`src/hdl/tga_rle_pixel_decoder_defines.svh`:
```
// Assertion macros shared by the TGA RLE pixel decoder modules.
`ifndef TGA_RLE_PIXEL_DECODER_DEFINES_SVH
`define TGA_RLE_PIXEL_DECODER_DEFINES_SVH

// Same-cycle implication, sampled on clk, off while rst_n is low
`define TGARLE_ASSERT_IMP(lbl, ante, cons) \
    lbl: assert property (@(posedge clk) disable iff (!rst_n) (ante) |-> (cons)) \
        else $error("tgarle check failed");

// Next-cycle implication, sampled on clk, off while rst_n is low
`define TGARLE_ASSERT_NXT(lbl, ante, cons) \
    lbl: assert property (@(posedge clk) disable iff (!rst_n) (ante) |=> (cons)) \
        else $error("tgarle check failed");

`endif

```
`src/hdl/tgarle_pkg.sv`:
```
// Types and constants of the TGA RLE pixel decoder.
package tgarle_pkg;

    // Configuration register indexes
    localparam logic [1:0] REG_BYTES_PER_PIXEL = 2'd0;
    localparam logic [1:0] REG_COMPRESSED_MODE = 2'd1;
    localparam logic [1:0] REG_ROW_WIDTH       = 2'd2;

    // Packet header fields
    localparam logic [7:0] RUN_FLAG = 8'h80;
    localparam logic [7:0] LEN_MASK = 8'h7F;

    // RGB555 masks
    localparam logic [15:0] RG_MASK = 16'h7FE0;
    localparam logic [15:0] B_MASK  = 16'h001F;

    typedef struct packed {
        logic [2:0]  bytes_per_pixel;
        logic        compressed_mode;
        logic [15:0] row_width;
    } cfg_t;

    typedef struct packed {
        logic        emit;
        logic [31:0] pixel_value;
        logic [7:0]  repeat_count;
        logic        row_done;
    } result_t;

endpackage

```
`src/hdl/tgarle_core.sv`:
```
// Decode state and per-byte update: header parse, pixel gather, row count.
`include "tga_rle_pixel_decoder_defines.svh"

module tgarle_core
(
    input  logic               clk,
    input  logic               rst_n,
    input  logic               step,
    input  logic [7:0]         stream_byte,
    input  tgarle_pkg::cfg_t   cfg,
    output tgarle_pkg::result_t result
);
    import tgarle_pkg::*;

    logic        awaiting_header_reg, awaiting_header_next;
    logic        run_packet_reg,      run_packet_next;
    logic [7:0]  pixels_left_reg,     pixels_left_next;
    logic [7:0]  packet_length_reg,   packet_length_next;
    logic [1:0]  byte_index_reg,      byte_index_next;
    logic [31:0] pixel_shift_reg,     pixel_shift_next;
    logic [16:0] row_count_reg,       row_count_next;

    logic [2:0]  eff_size;
    logic [2:0]  got;
    logic        complete;
    logic [31:0] shift_or;
    logic [31:0] pixel;
    logic [7:0]  hdr_len;
    logic [16:0] row_inc;

    // Pixel size saturates to 1..4
    always_comb
    begin
        if (cfg.bytes_per_pixel == 3'd0)
            eff_size = 3'd1;
        else if (cfg.bytes_per_pixel > 3'd4)
            eff_size = 3'd4;
        else
            eff_size = cfg.bytes_per_pixel;
    end

    // Byte gather and RGB555 -> RGB565
    assign shift_or = pixel_shift_reg | (32'(stream_byte) << {byte_index_reg, 3'b000});
    assign got      = {1'b0, byte_index_reg} + 3'd1;
    assign complete = (got >= eff_size);
    always_comb
    begin
        if (eff_size == 3'd2)
            pixel = {16'h0000, ((shift_or[15:0] & RG_MASK) << 1) | (shift_or[15:0] & B_MASK)};
        else
            pixel = shift_or;
    end

    assign hdr_len = (stream_byte & LEN_MASK) + 8'd1;
    assign row_inc = row_count_reg + 17'd1;

    // Next state and result
    always_comb
    begin
        awaiting_header_next = awaiting_header_reg;
        run_packet_next      = run_packet_reg;
        pixels_left_next     = pixels_left_reg;
        packet_length_next   = packet_length_reg;
        byte_index_next      = byte_index_reg;
        pixel_shift_next     = pixel_shift_reg;
        row_count_next       = row_count_reg;
        result.emit          = 1'b0;
        result.pixel_value   = pixel;
        result.repeat_count  = 8'd1;
        result.row_done      = 1'b0;

        if (step)
        begin
            if (cfg.compressed_mode && awaiting_header_reg)
            begin
                // packet header
                packet_length_next   = hdr_len;
                run_packet_next      = (stream_byte & RUN_FLAG) != 8'h00;
                pixels_left_next     = ((stream_byte & RUN_FLAG) != 8'h00) ? 8'd1 : hdr_len;
                row_count_next       = row_count_reg + 17'(hdr_len);
                awaiting_header_next = 1'b0;
                byte_index_next      = 2'd0;
                pixel_shift_next     = 32'h0;
            end
            else if (!complete)
            begin
                byte_index_next  = got[1:0];
                pixel_shift_next = shift_or;
            end
            else
            begin
                byte_index_next  = 2'd0;
                pixel_shift_next = 32'h0;
                result.emit      = 1'b1;
                if (cfg.compressed_mode)
                begin
                    result.repeat_count = run_packet_reg ? packet_length_reg : 8'd1;
                    if (pixels_left_reg <= 8'd1)
                    begin
                        // packet boundary: row may end here
                        pixels_left_next     = 8'd0;
                        awaiting_header_next = 1'b1;
                        if (row_count_reg >= {1'b0, cfg.row_width})
                        begin
                            result.row_done = 1'b1;
                            row_count_next  = 17'd0;
                        end
                    end
                    else
                    begin
                        pixels_left_next = pixels_left_reg - 8'd1;
                    end
                end
                else
                begin
                    if (row_inc >= {1'b0, cfg.row_width})
                    begin
                        result.row_done = 1'b1;
                        row_count_next  = 17'd0;
                    end
                    else
                    begin
                        row_count_next = row_inc;
                    end
                end
            end
        end
    end

    always_ff @(posedge clk or negedge rst_n)
    begin
        if (!rst_n)
        begin
            awaiting_header_reg <= 1'b1;
            run_packet_reg      <= 1'b0;
            pixels_left_reg     <= 8'd0;
            packet_length_reg   <= 8'd0;
            byte_index_reg      <= 2'd0;
            pixel_shift_reg     <= 32'h0;
            row_count_reg       <= 17'd0;
        end
        else
        begin
            awaiting_header_reg <= awaiting_header_next;
            run_packet_reg      <= run_packet_next;
            pixels_left_reg     <= pixels_left_next;
            packet_length_reg   <= packet_length_next;
            byte_index_reg      <= byte_index_next;
            pixel_shift_reg     <= pixel_shift_next;
            row_count_reg       <= row_count_next;
        end
    end

    // Inside a packet at least one stored pixel is still due
    `TGARLE_ASSERT_IMP(a_pkt_pixels_due, !awaiting_header_reg, pixels_left_reg != 8'd0)
    // No gathered bytes when the byte index is back at zero
    `TGARLE_ASSERT_IMP(a_shift_clear, byte_index_reg == 2'd0, pixel_shift_reg == 32'h0)
    // Inside a packet its length is at least one
    `TGARLE_ASSERT_IMP(a_pkt_len_nonzero, !awaiting_header_reg, packet_length_reg != 8'd0)

endmodule

```
`src/hdl/tga_rle_pixel_decoder.sv`:
```
// An accepted byte goes to the input register; its result goes to the result register on m_axis.
// Throughput: one byte per cycle unless m_axis stalls; the update is one pass, no iteration.
// Pixels leave at most one per byte: one per bytes_per_pixel bytes, headers give none.
// Reset (rst_n low, async): stages empty, packet state awaits a header, config returns
// to 1 byte per pixel, compressed mode, row width 1.
`include "tga_rle_pixel_decoder_defines.svh"

module tga_rle_pixel_decoder
(
    input  logic        clk,
    input  logic        rst_n,
    // configuration write channel
    input  logic        cfg_valid,
    output logic        cfg_ready,
    input  logic [1:0]  cfg_index,
    input  logic [15:0] cfg_data,
    // byte stream in
    input  logic        s_axis_tvalid,
    output logic        s_axis_tready,
    input  logic [7:0]  s_axis_tdata,   // [7:0] stream_byte
    // pixel stream out
    output logic        m_axis_tvalid,
    input  logic        m_axis_tready,
    output logic [39:0] m_axis_tdata,   // [31:0] pixel_value, [39:32] repeat_count
    output logic        m_axis_tlast    // row_done
);
    import tgarle_pkg::*;

    cfg_t        cfg_reg, cfg_next;
    logic        in_valid_reg, in_valid_next;
    logic [7:0]  in_byte_reg, in_byte_next;
    logic        out_valid_reg, out_valid_next;
    logic [39:0] out_data_reg, out_data_next;
    logic        out_last_reg, out_last_next;
    logic        advance;
    result_t     res;

    // Configuration registers
    assign cfg_ready = 1'b1;
    always_comb
    begin
        cfg_next = cfg_reg;
        if (cfg_valid)
        begin
            unique case (cfg_index)
                REG_BYTES_PER_PIXEL: cfg_next.bytes_per_pixel = cfg_data[2:0];
                REG_COMPRESSED_MODE: cfg_next.compressed_mode = cfg_data[0];
                REG_ROW_WIDTH:       cfg_next.row_width       = cfg_data;
                default:             cfg_next = cfg_reg;
            endcase
        end
    end

    // Input stage moves on when the result slot is free or being drained
    assign advance       = in_valid_reg && (!out_valid_reg || m_axis_tready);
    assign s_axis_tready = !in_valid_reg || advance;
    assign in_valid_next = s_axis_tready ? s_axis_tvalid : in_valid_reg;
    assign in_byte_next  = s_axis_tready ? s_axis_tdata : in_byte_reg;

    tgarle_core u_core
    (
        .clk         (clk),
        .rst_n       (rst_n),
        .step        (advance),
        .stream_byte (in_byte_reg),
        .cfg         (cfg_reg),
        .result      (res)
    );

    // Result register
    always_comb
    begin
        out_valid_next = out_valid_reg;
        out_data_next  = out_data_reg;
        out_last_next  = out_last_reg;
        if (advance)
        begin
            out_valid_next = res.emit;
            out_data_next  = {res.repeat_count, res.pixel_value};
            out_last_next  = res.row_done;
        end
        else if (m_axis_tready)
        begin
            out_valid_next = 1'b0;
        end
    end

    always_ff @(posedge clk or negedge rst_n)
    begin
        if (!rst_n)
        begin
            cfg_reg       <= '{bytes_per_pixel: 3'd1, compressed_mode: 1'b1, row_width: 16'd1};
            in_valid_reg  <= 1'b0;
            out_valid_reg <= 1'b0;
        end
        else
        begin
            cfg_reg       <= cfg_next;
            in_valid_reg  <= in_valid_next;
            out_valid_reg <= out_valid_next;
        end
    end

    always_ff @(posedge clk)
    begin
        in_byte_reg  <= in_byte_next;
        out_data_reg <= out_data_next;
        out_last_reg <= out_last_next;
    end

    assign m_axis_tvalid = out_valid_reg;
    assign m_axis_tdata  = out_data_reg;
    assign m_axis_tlast  = out_last_reg;

    // A held byte is not dropped while the result slot is blocked
    `TGARLE_ASSERT_NXT(a_in_hold, in_valid_reg && !advance, in_valid_reg)
    // A pixel produced by the core lands in the result register
    `TGARLE_ASSERT_NXT(a_emit_lands, advance && res.emit, out_valid_reg)
    // Every delivered pixel carries a nonzero repeat
    `TGARLE_ASSERT_IMP(a_rep_nonzero, out_valid_reg, out_data_reg[39:32] != 8'd0)

endmodule
```
`config.mk`:
```
export PLATFORM = sky130hd
export DESIGN_NAME = tga_rle_pixel_decoder
export DESIGN_NICKNAME = d
export VERILOG_FILES = /design/src/hdl/tgarle_pkg.sv /design/src/hdl/tgarle_core.sv /design/src/hdl/tga_rle_pixel_decoder.sv
export VERILOG_INCLUDE_DIRS = /design/src /design/src/hdl
export SDC_FILE = /design/constraint.sdc
export NUM_CORES = 1
export LEC_CHECK = 0
export ABC_AREA = 1
export BUFFER_PORTS_ARGS = -buffer_cell sky130_fd_sc_hd__buf_2
export CORE_AREA = 2 2 123 125
export CTS_CLUSTER_SIZE = 40
export DETAILED_ROUTE_END_ITERATION = 12
export DIE_AREA = 0 0 125 127
export PLACE_DENSITY = 0.77
export SETUP_SLACK_MARGIN = 0.5
export SLEW_MARGIN = 40
export SYNTH_ARGS = -nofsm -noshare
export SYNTH_HDL_FRONTEND = slang
export SYNTH_SLANG_ARGS = --single-unit
```
`constraint.sdc`:
```
create_clock -name clk -period 3.2 [get_ports clk]
set_input_delay 0.48 -clock clk [delete_from_list [all_inputs] [get_ports clk]]
set_output_delay 0.48 -clock clk [all_outputs]
set_load 0.01 [all_outputs]
```
# Word-level counts from Yosys, hierarchy flattened
# Index checks and enable logic that the tools add are counted.
word_totals:
  out_inout_bits: 44
  in_bits: 31
  elab_cells: 89
  reg_bits: 140
op_classes:
  eq_ne: 5
  add_sub_neg: 5
  bitwise: 5
  reduce_logical: 21
  mux: 30
  magnitude_cmp: 5
  n_shift: 1
ops:
  columns: ["op", "count"]
  rows:
  - ["$mux W17", 6]
  - ["$mux W32", 2]
  - ["$mux W8", 5]
  - ["$ge A17 B16 Y1", 2]
  - ["$or A32 B32 Y32", 1]
  - ["$shl A8 B5 Y32", 1]
  - ["$add A17 B1 Y17 const B", 1]
  - ["$add A17 B8 Y17", 1]
  - ["$mux W16", 1]
  - ["$or A16 B5 Y16", 1]
  - ["$mux W1", 12]
  - ["$add A7 B1 Y8 const B", 1]
  - ["$le A8 B1 Y1 const B", 1]
  - ["$reduce_and A2 Y1", 4]
  - ["$reduce_and A4 Y1", 2]
  - ["$reduce_bool A2 Y1", 4]
  - ["$sub A8 B1 Y8 const B", 1]
  - ["$mux W3", 2]
  - ["$ne A3 B1 Y1 const B", 2]
  - ["$mux W2", 2]
  - ["$reduce_or A4 Y1", 1]
  - ["$add A2 B1 Y3 const B", 1]
  - ["$eq A3 B2 Y1 const B", 1]
  - ["$ge A3 B3 Y1", 1]
  - ["other kinds (11)", 16]

# Longest topological paths before layout
# Gate-level depths: netlist of run 1.
depth:
  word_depth: 7
  ltp_mapped: 22
  mapped_depth_nobuf: 22

# Cells and area by module
# Synthesis of run 1 repeated with hierarchy kept, for this count alone.
unflattened:
  hier_cells: 1002
  hier_area_um2: 8185.4
by_module_without_submodules:
  columns: ["mod", "area_per_inst_um2", "seq_area_each_um2", "cells_each", "n_inst"]
  rows:
  - ["tgarle_core", 5756.8, 1727.9, 849, 1]
  - ["tga_rle_pixel_decoder", 2428.6, 2025.7, 153, 1]

# Worst setup path after synthesis of run 1
# Ideal clock, no wire load.
synth_path:
  path_type: "input-to-reg"
  start: "in m_axis_tready"
  end: "reg out_data_reg[0], in the netlist m_axis_tdata[0] (enable)"
  n_path_buf: 2
  setup_slack_ps: 428
  arrival_ps: 2351
  setup_ps: 421
  stages: 6
  cell_sequence: "inv_1 -> nand2_1 -> nand2_1 -> inv_1 -> clkbuf_1 -> buf_1"
synth_via:
  elab_chain_len: 2
synth_rtl:
  columns: ["element", "line", "source"]
  rows:
  - ["from (decl)", "tga_rle_pixel_decoder.sv:23", "input logic m_axis_tready,"]
  - ["$logic_or A1 B1 Y1", "tga_rle_pixel_decoder.sv:55", "assign advance = in_valid_reg && (!out_valid_reg || m_axis_tready);"]
  - ["$logic_and A1 B1 Y1", "tga_rle_pixel_decoder.sv:55", null]
  - ["named net advance", "tga_rle_pixel_decoder.sv:35", "logic advance;"]
  - ["to (signal assigned)", "tga_rle_pixel_decoder.sv:107", "out_data_reg <= out_data_next;"]
  - ["to (decl)", "tga_rle_pixel_decoder.sv:33", "logic [39:0] out_data_reg, out_data_next;"]
# The timed path passes the listed nets, and every way through them passes these cells.
# A chain may end at the register's enable or synchronous reset.

# Worst setup path in the final report of run 1
layout_path:
  start: "reg u_core.row_count_reg[0]"
  end: "reg out_last_reg, in the netlist m_axis_tlast (data pin)"
layout_via:
  elab_chain_len: 4
  word_cells_on_any_way: 7
  cone_classes: "1 x add/sub; 2 x order compare; 4 x mux"
layout_rtl:
  columns: ["element", "line", "source"]
  rows:
  - ["from (decl)", "tgarle_core.sv:21", "logic [16:0] row_count_reg, row_count_next;"]
  - ["from (signal assigned)", "tgarle_core.sv:150", "row_count_reg <= row_count_next;"]
  - ["$add A17 B1 Y17 or $ge A17 B16 Y1 (tied branches)", "tgarle_core.sv:55, tgarle_core.sv:103", null]
  - ["$ge A17 B16 Y1 or $mux W1 (tied branches)", "tgarle_core.sv:116, tgarle_core.sv:103", null]
  - ["$mux W1, on equally long branches", "tgarle_core.sv:116, tgarle_core.sv:98", null]
  - ["$mux W1 (*)", "tgarle_core.sv:95", "if (cfg.compressed_mode)"]
  - ["to (signal assigned)", "tga_rle_pixel_decoder.sv:108", "out_last_reg <= out_last_next;"]
  - ["to (decl)", "tga_rle_pixel_decoder.sv:34", "logic out_last_reg, out_last_next;"]
# Mark *: on every way between the ends. The rest lies on a longest branch, timed or not.

==> impl_summary.txt, run 1 <==
----------------------------------------------------
[Finish]
  Number of filler instances in the final layout ... 1,158
  Total area of sequential cells ... 0.00375 mm^2
  Max FFs per register ... 40
  Non-filler cells, final ... 1,251
  Synth-to-Final Area Change ... 19.8%
  Number of inserted diodes ... 0
  Final non-filler cell area ... 0.00944 mm^2
  Area occupied by multi-input gates ... 0.00374 mm^2
  Count of nets after finishing ... 1,135
  Post-Route Utilization ... 65.5%
  Layout cells sized above 1 ... 19.2%

[STA]
  Worst clock skew on the final layout ... 10.7 ps
  Unrepaired setup endpoints after global routing ... true
  Crit share post-route ... 88.9%
  Relative slew margins ... 52.1%
  Number of endpoints with negative hold slack in the final report ... 0
  Final number of max-transition violations ... 0
  Count of endpoints failing setup in the final report ... 0
  Crit path time final ... 2850 ps
  Setup TNS Final ... 0 ps
  Fmax ... 0.351 GHz
  Slew at the pin closest to its max-slew limit ... 718 ps

[Worst setup path]
  Category of the worst setup path launch point ... register
  Worst flop-to-flop path startpoint ... u_core.row_count_reg[0]$_DFFE_PN0P_
  Critical path data arrival time ... 3030 ps
  Slowest stage delay, CP ... 420 ps
  Capturing point of the worst reg2reg path ... m_axis_tlast$_SDFFCE_PP0P_
  Cell seen most often among critical-path stages ... nand2_1
  Slack of the worst reg-to-reg path ... 350 ps
  Series of cell instances along the critical path ... ha_2 > nand2_4 > nor2_4 > buf_4 > nand2_1 > xor2_2 > inv_1 > ha_4 > nand2_1 > nand2_1 > nand2_1 > nand2_1 > nor2_1 > nand2_1 > nand2_1 > nand2_1 > nand2_2 > nand2_4 > nand2_8 > nand3_2 > nand2_1 > inv_1
  Cell type of the slowest stage on the worst timing path ... dfrtp_1
  Worst setup EP type ... register
  Worst reg-to-reg path cell count ... 22
  Kind of critical path ... register to register
  Buffering stage count on the worst path with inverters included ... 3
  Required @ worst endpoint ... 3390 ps
  Largest delay contributor family on the critical path ... simple AND/OR/NAND/NOR gates
  Maximum fanout count along the critical path ... 5

[Pwr]
  Power dissipated by switching net loads ... 3450 uW
  Worst-case vdd ir drop ... 0.496 mV
  Total power per unit cell area ... 896 mW/mm^2
  Fraction of power consumed by the clock network ... 23.1%
  Switching share of total power ... 40.8%
  Internal power ... 5010 uW
  Combinational group share of total power ... 43.5%
  Leakage power summed over all cells ... 0.00468 uW
  Seq pwr share ... 33.4%
  Total design power ... 8460 uW

[Clock network]
  CTS tree ... built
  Clock slew seen by the registers of the worst setup and hold paths ... 60 ps
  Clock Path Buffers ... 2
  Clock sink total ... 140
  Buffer cell driving the clock tree root ... clkbuf_16
  Clock latency on the worst-skew pair ... 430 ps
  Inserted Clock Buffers ... 17
  H-tree depth ... 4

[Placed design]
  Placed wire-length estimate after detailed placement ... 12,800 um
  DP Cell Count ... 1,203
  Gpl congestion ... 0.865
  Buffers added on ports ... 73
  Placed cell area ... 0.00849 mm^2

[Drt]
  Number of vias after detailed routing ... 6,863
  Detailed-route wire length per cell ... 15.2 um
  Wire length reported by the detailed router ... 19,000 um
  Router iterations before antenna repair ... 8
  Drt first-iter violations ... 779
  DRT antenna net count ... 0
  Remaining DRCs ... 0
  Via density per instance ... 5.49

[Yosys]
  Sequential-to-total area share from yosys stat ... 47.6%
  Synthesized area per cell ... 8.21 um^2
  Share of synthesized flip-flops with an asynchronous set or reset ... 65.0%
  Syn_nets ... 1,040
  Syn. warnings ... 0
  Post-synthesis cell count ... 960
  Number of distinct library cells after synthesis ... 43
  Most used flip-flop cell after synthesis ... dfrtp_1
  Number of flops mapped to enable cells by yosys ... 49
  Leading area contributor after synthesis ... dfrtp_1
  Area fraction of the dominant cell type after synthesis ... 27.6%
  Netlist area before placement ... 0.00788 mm^2
  Synth top area cells ... dfrtp_1 28%, edfxtp_1 19%, ha_1 7.6%
  Number of synthesized register bits ... 140

[Floorplan]
  Core Box Area ... 0.0144 mm^2
  Die Area ... 0.0159 mm^2
  Placement Rows ... 44
  Width of the chip ... 125 um
  Y dimension of the die ... 127 um
  Starting density of the core ... 54.6%
  IO Pins ... 75

[Flow run]
  Max-capacitance violation count ... 0

[Min path]
  Hold Crit Start ... s_axis_tdata[1]
  Hold-critical path endpoint ... in_byte_reg[1]$_DFFE_PP_
  Hold Crit Class ... input port to register
  Worst hold path stage count ... 1

[GRT]
  Global Route Usage Sum ... 24.5%
  Aggregate global routing overflow ... 0
  Global-route wire length before repair ... 31,300 um
  Initial antenna violation count ... 0
  Pin count of the biggest net entering global routing ... 78
  Number of global-route vias before repair ... 6,694

[Run status]
  Run status ... finished clean

----------------------------------------------------
routing by layer:
metal	routed length (um)	up-vias	GRT usage (%)	share of wire [%]
met5	0	-	0	0
met4	775	0	10.0	4.1
met3	987	70	4.52	5.2
met2	9580	252	42.5	50
met1	7640	3201	30.4	40
li1	-	3340	-	-
stage by stage:
stage	hold WS [ps]	setup slack (ps)
final	227	354
after CTS	145	438
after floorplan	184	517
after detailed placement	473	224
after global routing	209	194
after global placement	472	315
cells by family (layout without fill, tap and decap cells):
family	count (synthesis)	in the layout	synth area share, %
compound gates	172	172	11.5
other cells	1	1	0.0476
mux	1	1	0.143
flops	140	140	47.6
fa+ha+maj	49	49	7.88
xor+xnor	19	19	2.21
simple gates	412	414	22.5
buf+inv	166	271	8.15
power groups by stage:
stage	Combinational (uW)	Clock (uW)	Sequential, uW
after floorplan	2310	0	2910
after global placement	3230	0	2830
after detailed placement	3320	0	2860
after CTS	3430	1970	2820
after global routing	4170	2060	2890
final	3680	1950	2830
cells in the mapped netlist, types with 5 or more instances:
master      n
nand2_1   155
nor2_1    143
inv_1     132
dfrtp_1    87
a21oi_1    82
o21ai_0    75
edfxtp_1   49
ha_1       48
nor3_1     44
nand3_1    40
clkbuf_1   20
xor2_1     16
nand4_1    10
or2_2       8
buf_2       5
o22ai_1     5
cell type report:
| class | count | share of cell area [%] |
|---|---|---|
| timing repair buffer | 103 | 6.61 |
| sequential | 140 | 39.8 |
| tap | 184 | 2.44 |
| clock inverter | 11 | 1.42 |
| multi-input combinational | 656 | 39.6 |
| clock buffer | 20 | 4.73 |
| inverter | 137 | 5.46 |
what timing repair did:
item,CTS,global route
gates resized for setup,12,43
hold buffers,0,1
gates cloned,2,0
hold endpoints to repair,0,3
pin swaps,2,23
endpoints found under the setup margin,19,20
buffers inserted,7,6
how the worst max path moves through the flow:
| stage | start | end | depth (start not counted) |
|---|---|---|---|
| finish | u_core.row_count_reg[0]$_DFFE_PN0P_ | m_axis_tlast$_SDFFCE_PP0P_ | 22 |
| global route | u_core.row_count_reg[0]$_DFFE_PN0P_ | m_axis_tlast$_SDFFCE_PP0P_ | 19 |
| CTS | u_core.row_count_reg[0]$_DFFE_PN0P_ | m_axis_tlast$_SDFFCE_PP0P_ | 18 |
| detailed placement | u_core.row_count_reg[1]$_DFFE_PN0P_ | m_axis_tlast$_SDFFCE_PP0P_ | 21 |
| global placement | u_core.row_count_reg[1]$_DFFE_PN0P_ | m_axis_tlast$_SDFFCE_PP0P_ | 19 |
| floorplan | u_core.row_count_reg[1]$_DFFE_PN0P_ | m_axis_tlast$_SDFFCE_PP0P_ | 19 |
cells in the final DEF, fill, tap and decap left out, types with 5 or more instances in the layout:
cell,netlist,final
nand2_1,155,151
nor2_1,143,140
inv_1,132,127
dfrtp_1,87,86
a21oi_1,82,75
buf_2,5,72
o21ai_0,75,70
edfxtp_1,49,49
ha_1,48,41
nor3_1,44,40
nand3_1,40,33
buf_4,1,27
clkbuf_16,0,17
xor2_1,16,11
nand4_1,10,10
or2_2,8,8
nand3_2,1,8
a21oi_2,0,7
xor2_2,1,6
inv_2,0,5
nand2_2,4,5
o22ai_1,5,5
No activity file was read; power rests on OpenSTA's default activity.
==> run 2: changes to the inputs <==
--- a/config.mk
+++ b/config.mk
@@ -7,12 +7,12 @@
 export NUM_CORES = 1
 export LEC_CHECK = 0
 export ABC_AREA = 1
-export BUFFER_PORTS_ARGS = -buffer_cell sky130_fd_sc_hd__buf_2
 export CORE_AREA = 2 2 123 125
 export CTS_CLUSTER_SIZE = 40
 export DETAILED_ROUTE_END_ITERATION = 12
 export DIE_AREA = 0 0 125 127
-export PLACE_DENSITY = 0.77
+export DONT_BUFFER_PORTS = 1
+export PLACE_DENSITY = 0.73
 export SETUP_SLACK_MARGIN = 0.5
 export SLEW_MARGIN = 40
 export SYNTH_ARGS = -nofsm -noshare
==> impl_summary.txt, run 2 (synthesis results as in run 1) <==
----------------------------------------------------
[Run status]
  Run status ... finished clean

[Floorplan]
  Core Box Area ... 0.0144 mm^2
  Starting density of the core ... 54.6%
  Placement Rows ... 44
  Y dimension of the die ... 127 um
  IO Pins ... 75
  Width of the chip ... 125 um
  Die Area ... 0.0159 mm^2

[STA]
  Unrepaired setup endpoints after global routing ... true
  Number of endpoints with negative hold slack in the final report ... 0
  Final number of max-transition violations ... 0
  Relative slew margins ... 53.3%
  Hold WS ... 142 ps
  Count of endpoints failing setup in the final report ... 0
  Crit path time final ... 2660 ps
  Slew at the pin closest to its max-slew limit ... 700 ps
  Setup TNS Final ... 0 ps
  Crit share post-route ... 83.1%
  Worst clock skew on the final layout ... 9.12 ps
  Fmax ... 0.376 GHz

[Finish]
  Most common cell after layout, fill and taps aside ... nand2_1
  Synth-to-Final Area Change ... 15.8%
  Max FFs per register ... 40
  Layout cells sized above 1 ... 14.2%
  Post-Route Utilization ... 63.3%
  Count of nets after finishing ... 1,058
  Final non-filler cell area ... 0.00913 mm^2
  Commonest cells after routing, fill and taps aside ... 147 x nand2_1, 138 x nor2_1, 125 x inv_1
  Number of inserted diodes ... 0

[Pwr]
  Worst-case vdd ir drop ... 0.615 mV
  Leakage power summed over all cells ... 0.00440 uW
  Total power per unit cell area ... 928 mW/mm^2
  Total design power ... 8470 uW

[Drt]
  Number of vias after detailed routing ... 6,530
  Drt first-iter violations ... 625
  DRT antenna net count ... 0
  Wire length reported by the detailed router ... 18,400 um
  Router iterations before antenna repair ... 5
  Via density per instance ... 5.56
  Remaining DRCs ... 0
  Detailed-route wire length per cell ... 15.7 um

[Worst setup path]
  Kind of critical path ... register to register
  Slack of the worst reg-to-reg path ... 540 ps
  Category of the worst setup path launch point ... register
  Critical path data arrival time ... 2990 ps
  Cell seen most often among critical-path stages ... nand2_1
  Cell type of the slowest stage on the worst timing path ... dfrtp_2
  Worst setup EP type ... register
  Series of cell instances along the critical path ... ha_4 > nand2_4 > nor2_4 > nand4_4 > nor3_2 > xor2_1 > inv_1 > ha_4 > inv_4 > nor3_4 > nor3_2 > nand2_1 > nand2_2 > nand2_4 > nand2_4 > nand3_1 > nand2_1 > nand2_1 > nand2_1
  Slowest stage delay, CP ... 410 ps
  Required @ worst endpoint ... 3530 ps
  Maximum fanout count along the critical path ... 8
  Largest delay contributor family on the critical path ... simple AND/OR/NAND/NOR gates
  Buffering stage count on the worst path with inverters included ... 2

[GRT]
  Aggregate global routing overflow ... 0
  Pin count of the biggest net entering global routing ... 92
  Global Route met1 Usage ... 29.0%
  Global-route wire length before repair ... 29,500 um
  Met2 GRT Util ... 39.1%
  Initial antenna violation count ... 0
  Number of global-route vias before repair ... 6,181
  Global Route Usage Sum ... 23.0%
  Most used routing layer in global routing ... met2
  Fraction of met3 tracks used by global routing ... 4.36%

[Clock network]
  Buffer cell driving the clock tree root ... clkbuf_16
  CTS tree ... built
  Clock latency on the worst-skew pair ... 430 ps
  H-tree depth ... 4
  Clock slew seen by the registers of the worst setup and hold paths ... 70 ps
  Clock Path Buffers ... 2
  Inserted Clock Buffers ... 17
  Clock sink total ... 140

[Placed design]
  Placed cell area ... 0.00808 mm^2
  Placed wire-length estimate after detailed placement ... 12,300 um
  Buffers added on ports ... 0
  Gpl congestion ... 0.893

[Flow run]
  Max-capacitance violation count ... 0

[Min path]
  Hold Crit Class ... input port to register

----------------------------------------------------
## run 2: metrics by stage
stage / instances / setup slack, ps
floorplan: 960 / 517
global placement: 1127 / 333
detailed placement: 1127 / 204
CTS: 1168 / 482
global route: 1175 / 331
finish: 1175 / 540
## run 2: report_power, final
part	leakage, uW	internal [uW]	switching (uW)	total [uW]
logic	0.00249	1260	2160	3420
clock network	0.000301	1190	866	2060
registers	0.00161	2520	474	2990
total	0.00440	4970	3500	8470
## run 2: path summary, 6_finish.rpt
| path | endpoint | from | cells past startpoint |
|---|---|---|---|
| setup / recovery | u_core.row_count_reg[13]$_DFFE_PN0P_ | u_core.row_count_reg[1]$_DFFE_PN0P_ | 19 |
| setup reg to reg | u_core.row_count_reg[13]$_DFFE_PN0P_ | u_core.row_count_reg[1]$_DFFE_PN0P_ | 19 |
| hold reg to reg | cfg_reg[2]$_DFFE_PN0P_ | cfg_reg[2]$_DFFE_PN0P_ | 2 |
| min in group asynchronous | u_core.row_count_reg[16]$_DFFE_PN0P_ | rst_n | 2 |
| hold / removal | in_byte_reg[6]$_DFFE_PP_ | s_axis_tdata[6] | 0 |
| max in group asynchronous | u_core.row_count_reg[6]$_DFFE_PN0P_ | rst_n | 2 |
## run 2: metal layers
metal	up-vias	part of all wire, %
met2	235	50
met4	0	2.8
met1	3067	42
li1	3184	-
met3	44	5.1
met5	-	0
## run 2: what timing repair did
item / CTS / global route
hold buffers: 2 / 0
setup endpoints to repair: 17 / 18
pin swaps: 5 / 28
endpoints found under the hold margin: 91 / 0
gates cloned: 2 / 0
setup buffers: 5 / 7
resized for setup: 14 / 53
## run 2: cell type report
| cell class | instances | area [um^2] |
|---|---|---|
| Sequential cell | 140 | 3760 |
| Multi-Input combinational cell | 656 | 3770 |
| Fill cell | 1180 | 5300 |
| Clock inverter | 15 | 195 |
| Clock buffer | 17 | 425 |
| Inverter | 137 | 520 |
| Timing Repair Buffer | 26 | 221 |
| Tap cell | 184 | 230 |
## run 2: worst reg2reg max path: stages (launching register included)
cell	delay (ps)
dfrtp_2	410
ha_4	160
nand2_4	60
nor2_4	130
nand4_4	140
nor3_2	210
xor2_1	200
inv_1	90
ha_4	290
inv_4	40
nor3_4	170
nor3_2	50
nand2_1	60
nand2_2	60
nand2_4	110
nand2_4	120
nand3_1	110
nand2_1	50
nand2_1	50
nand2_1	50
==> run 3: changes to the inputs <==
--- a/config.mk
+++ b/config.mk
@@ -12,7 +12,7 @@
 export DETAILED_ROUTE_END_ITERATION = 12
 export DIE_AREA = 0 0 125 127
 export DONT_BUFFER_PORTS = 1
-export PLACE_DENSITY = 0.73
+export PLACE_DENSITY = 0.75
 export SETUP_SLACK_MARGIN = 0.5
 export SLEW_MARGIN = 40
 export SYNTH_ARGS = -nofsm -noshare
==> constraint.sdc (replaced) <==
create_clock -name clk -period 2.4 [get_ports clk]
set_input_delay 0.36 -clock clk [delete_from_list [all_inputs] [get_ports clk]]
set_output_delay 0.36 -clock clk [all_outputs]
set_load 0.01 [all_outputs]
==> impl_summary.txt, run 3 (synthesis results as in run 1) <==
----------------------------------------------------
[Drt]
  Number of vias after detailed routing ... 7,115
  Router iterations before antenna repair ... 5
  Drt first-iter violations ... 633
  Detailed-route wire length per cell ... 16.3 um
  Remaining DRCs ... 0
  Wire length reported by the detailed router ... 20,500 um
  DRT antenna net count ... 0
  Via density per instance ... 5.65

[Clock network]
  Buffer cell driving the clock tree root ... clkbuf_16
  Clock latency on the worst-skew pair ... 430 ps
  Clock slew seen by the registers of the worst setup and hold paths ... 60 ps
  Clock Path Buffers ... 2
  CTS tree ... built
  Inserted Clock Buffers ... 17
  H-tree depth ... 4
  Clock sink total ... 140

[STA]
  Relative slew margins ... 59.3%
  Hold WS ... -382 ps
  Worst clock skew on the final layout ... 8.67 ps
  Unrepaired setup endpoints after global routing ... true
  Slew at the pin closest to its max-slew limit ... 608 ps
  Number of endpoints with negative hold slack in the final report ... 91
  Crit share post-route ... 119%
  Worst setup margin ... -448 ps
  Crit path time final ... 2850 ps
  Final number of max-transition violations ... 0
  Count of endpoints failing setup in the final report ... 17
  Fmax ... 0.351 GHz

[GRT]
  Global-route wire length before repair ... 32,700 um
  Pin count of the biggest net entering global routing ... 92
  Initial antenna violation count ... 0
  Global Route Usage Sum ... 25.5%
  Number of global-route vias before repair ... 6,975
  Aggregate global routing overflow ... 0

[Worst setup path]
  Category of the worst setup path launch point ... register
  Worst reg-to-reg path cell count ... 18
  Critical path data arrival time ... 3200 ps
  Buffering stage count on the worst path with inverters included ... 3
  Largest delay contributor family on the critical path ... simple AND/OR/NAND/NOR gates
  Cell type of the slowest stage on the worst timing path ... dfrtp_1
  Series of cell instances along the critical path ... ha_2 > nand2_2 > nor2_4 > nand4_4 > nor3_4 > xor2_1 > inv_1 > ha_4 > inv_2 > nor3_1 > nor3_1 > nand2_1 > nand2_1 > nand2_2 > buf_4 > nand2_4 > nand3_1 > a21oi_1
  Maximum fanout count along the critical path ... 6
  Worst path depth ... 18
  Kind of critical path ... register to register
  Required @ worst endpoint ... 2760 ps
  Slack of the worst reg-to-reg path ... -450 ps
  Worst setup EP type ... register
  Slowest stage delay, CP ... 380 ps

[Pwr]
  Combinational group share of total power ... 47.3%
  Total power per unit cell area ... 1290 mW/mm^2
  Power dissipated by switching net loads ... 5160 uW
  Fraction of power consumed by the clock network ... 22.6%
  Internal power ... 7790 uW
  Total design power ... 13,000 uW
  Worst-case vdd ir drop ... 0.711 mV
  Seq pwr share ... 30.1%
  Leakage power summed over all cells ... 0.00487 uW
  Switching share of total power ... 39.9%

[Placed design]
  Gpl congestion ... 0.921
  Placed cell area ... 0.00877 mm^2
  Placed wire-length estimate after detailed placement ... 13,300 um
  Buffers added on ports ... 0

[Finish]
  Most common cell after layout, fill and taps aside ... nand2_1
  Number of inserted diodes ... 0
  Total area of sequential cells ... 0.00375 mm^2
  Final non-filler cell area ... 0.0101 mm^2
  Count of nets after finishing ... 1,143
  Synth-to-Final Area Change ... 27.7%
  Layout cells sized above 1 ... 24.6%
  Number of filler instances in the final layout ... 1,021
  Max FFs per register ... 40
  Area occupied by multi-input gates ... 0.00395 mm^2
  Commonest cells after routing, fill and taps aside ... 142 x nand2_1, 123 x inv_1, 121 x nor2_1
  Post-Route Utilization ... 69.8%

[Run status]
  Violated checks ... hold timing, setup timing
  Run status ... finished with violations

[Flow run]
  Max-capacitance violation count ... 0

[Floorplan]
  Y dimension of the die ... 127 um
  Starting density of the core ... 54.6%
  Core Box Area ... 0.0144 mm^2
  Width of the chip ... 125 um
  IO Pins ... 75
  Placement Rows ... 44
  Die Area ... 0.0159 mm^2

[Min path]
  Hold Crit Class ... input port to asynchronous set/reset pin

----------------------------------------------------
-- run 3: final timing paths --
check | startpoint | to
max | u_core.row_count_reg[0]$_DFFE_PN0P_ | u_core.row_count_reg[4]$_DFFE_PN0P_
min | rst_n | cfg_reg[14]$_DFFE_PN0P_
max reg2reg | u_core.row_count_reg[0]$_DFFE_PN0P_ | u_core.row_count_reg[4]$_DFFE_PN0P_
min reg2reg | u_core.packet_length_reg[6]$_DFFE_PN0P_ | u_core.packet_length_reg[6]$_DFFE_PN0P_
max in group asynchronous | rst_n | u_core.awaiting_header_reg$_DFFE_PN1P_
min in group clk | s_axis_tdata[0] | in_byte_reg[0]$_DFFE_PP_
-- run 3: final cells by class --
type	count	share of cell area (%)
Multi-Input combinational cell	655	39.3
Clock inverter	15	2.21
Sequential cell	140	37.3
Tap cell	184	2.29
Inverter	137	5.27
Timing Repair Buffer	112	9.41
Clock buffer	17	4.23
-- run 3: per-layer routing --
layer  vias to the layer above  GRT usage, %  routed length, um
met4                         0          12.0                786
met2                       295          45.3              10600
met5                         -             0                  0
met1                      3372          30.1               7990
met3                        86          4.56               1150
li1                       3362             -                  -
-- run 3: metrics by stage --
stage / setup slack [ps] / instances / setup TNS [ps]
final: -448 / 1260 / -6870
after global routing: -597 / 1260 / -9530
after CTS: -387 / 1249 / -5700
after global placement: -286 / 1204 / -3550
after detailed placement: -478 / 1204 / -6600
after floorplan: -248 / 960 / -1200
-- run 3: repair_timing --
| item | 4_1_cts | 5_1_grt |
|---|---|---|
| setup endpoints to repair | 69 | 86 |
| cloned | 1 | 2 |
| gates resized for setup | 51 | 65 |
| hold endpoints to repair | 91 | 91 |
| pin swaps | 22 | 28 |
| buffers inserted | 12 | 9 |
-- run 3: power groups by stage --
stage               sequential [uW]  clock (uW)  combinational, uW
floorplan                      3880           0               3180
global placement               3880           0               4750
detailed placement             3910           0               4880
CTS                            3880        2900               5400
global route                   3970        3010               6760
finish                         3900        2920               6130
-- run 3: worst reg2reg max path: stages, from the launching register on --
cell	delay [ps]
dfrtp_1	380
ha_2	200
nand2_2	80
nor2_4	140
nand4_4	150
nor3_4	200
xor2_1	200
inv_1	100
ha_4	230
inv_2	70
nor3_1	50
nor3_1	250
nand2_1	90
nand2_1	70
nand2_2	70
buf_4	160
nand2_4	100
nand3_1	110
a21oi_1	140
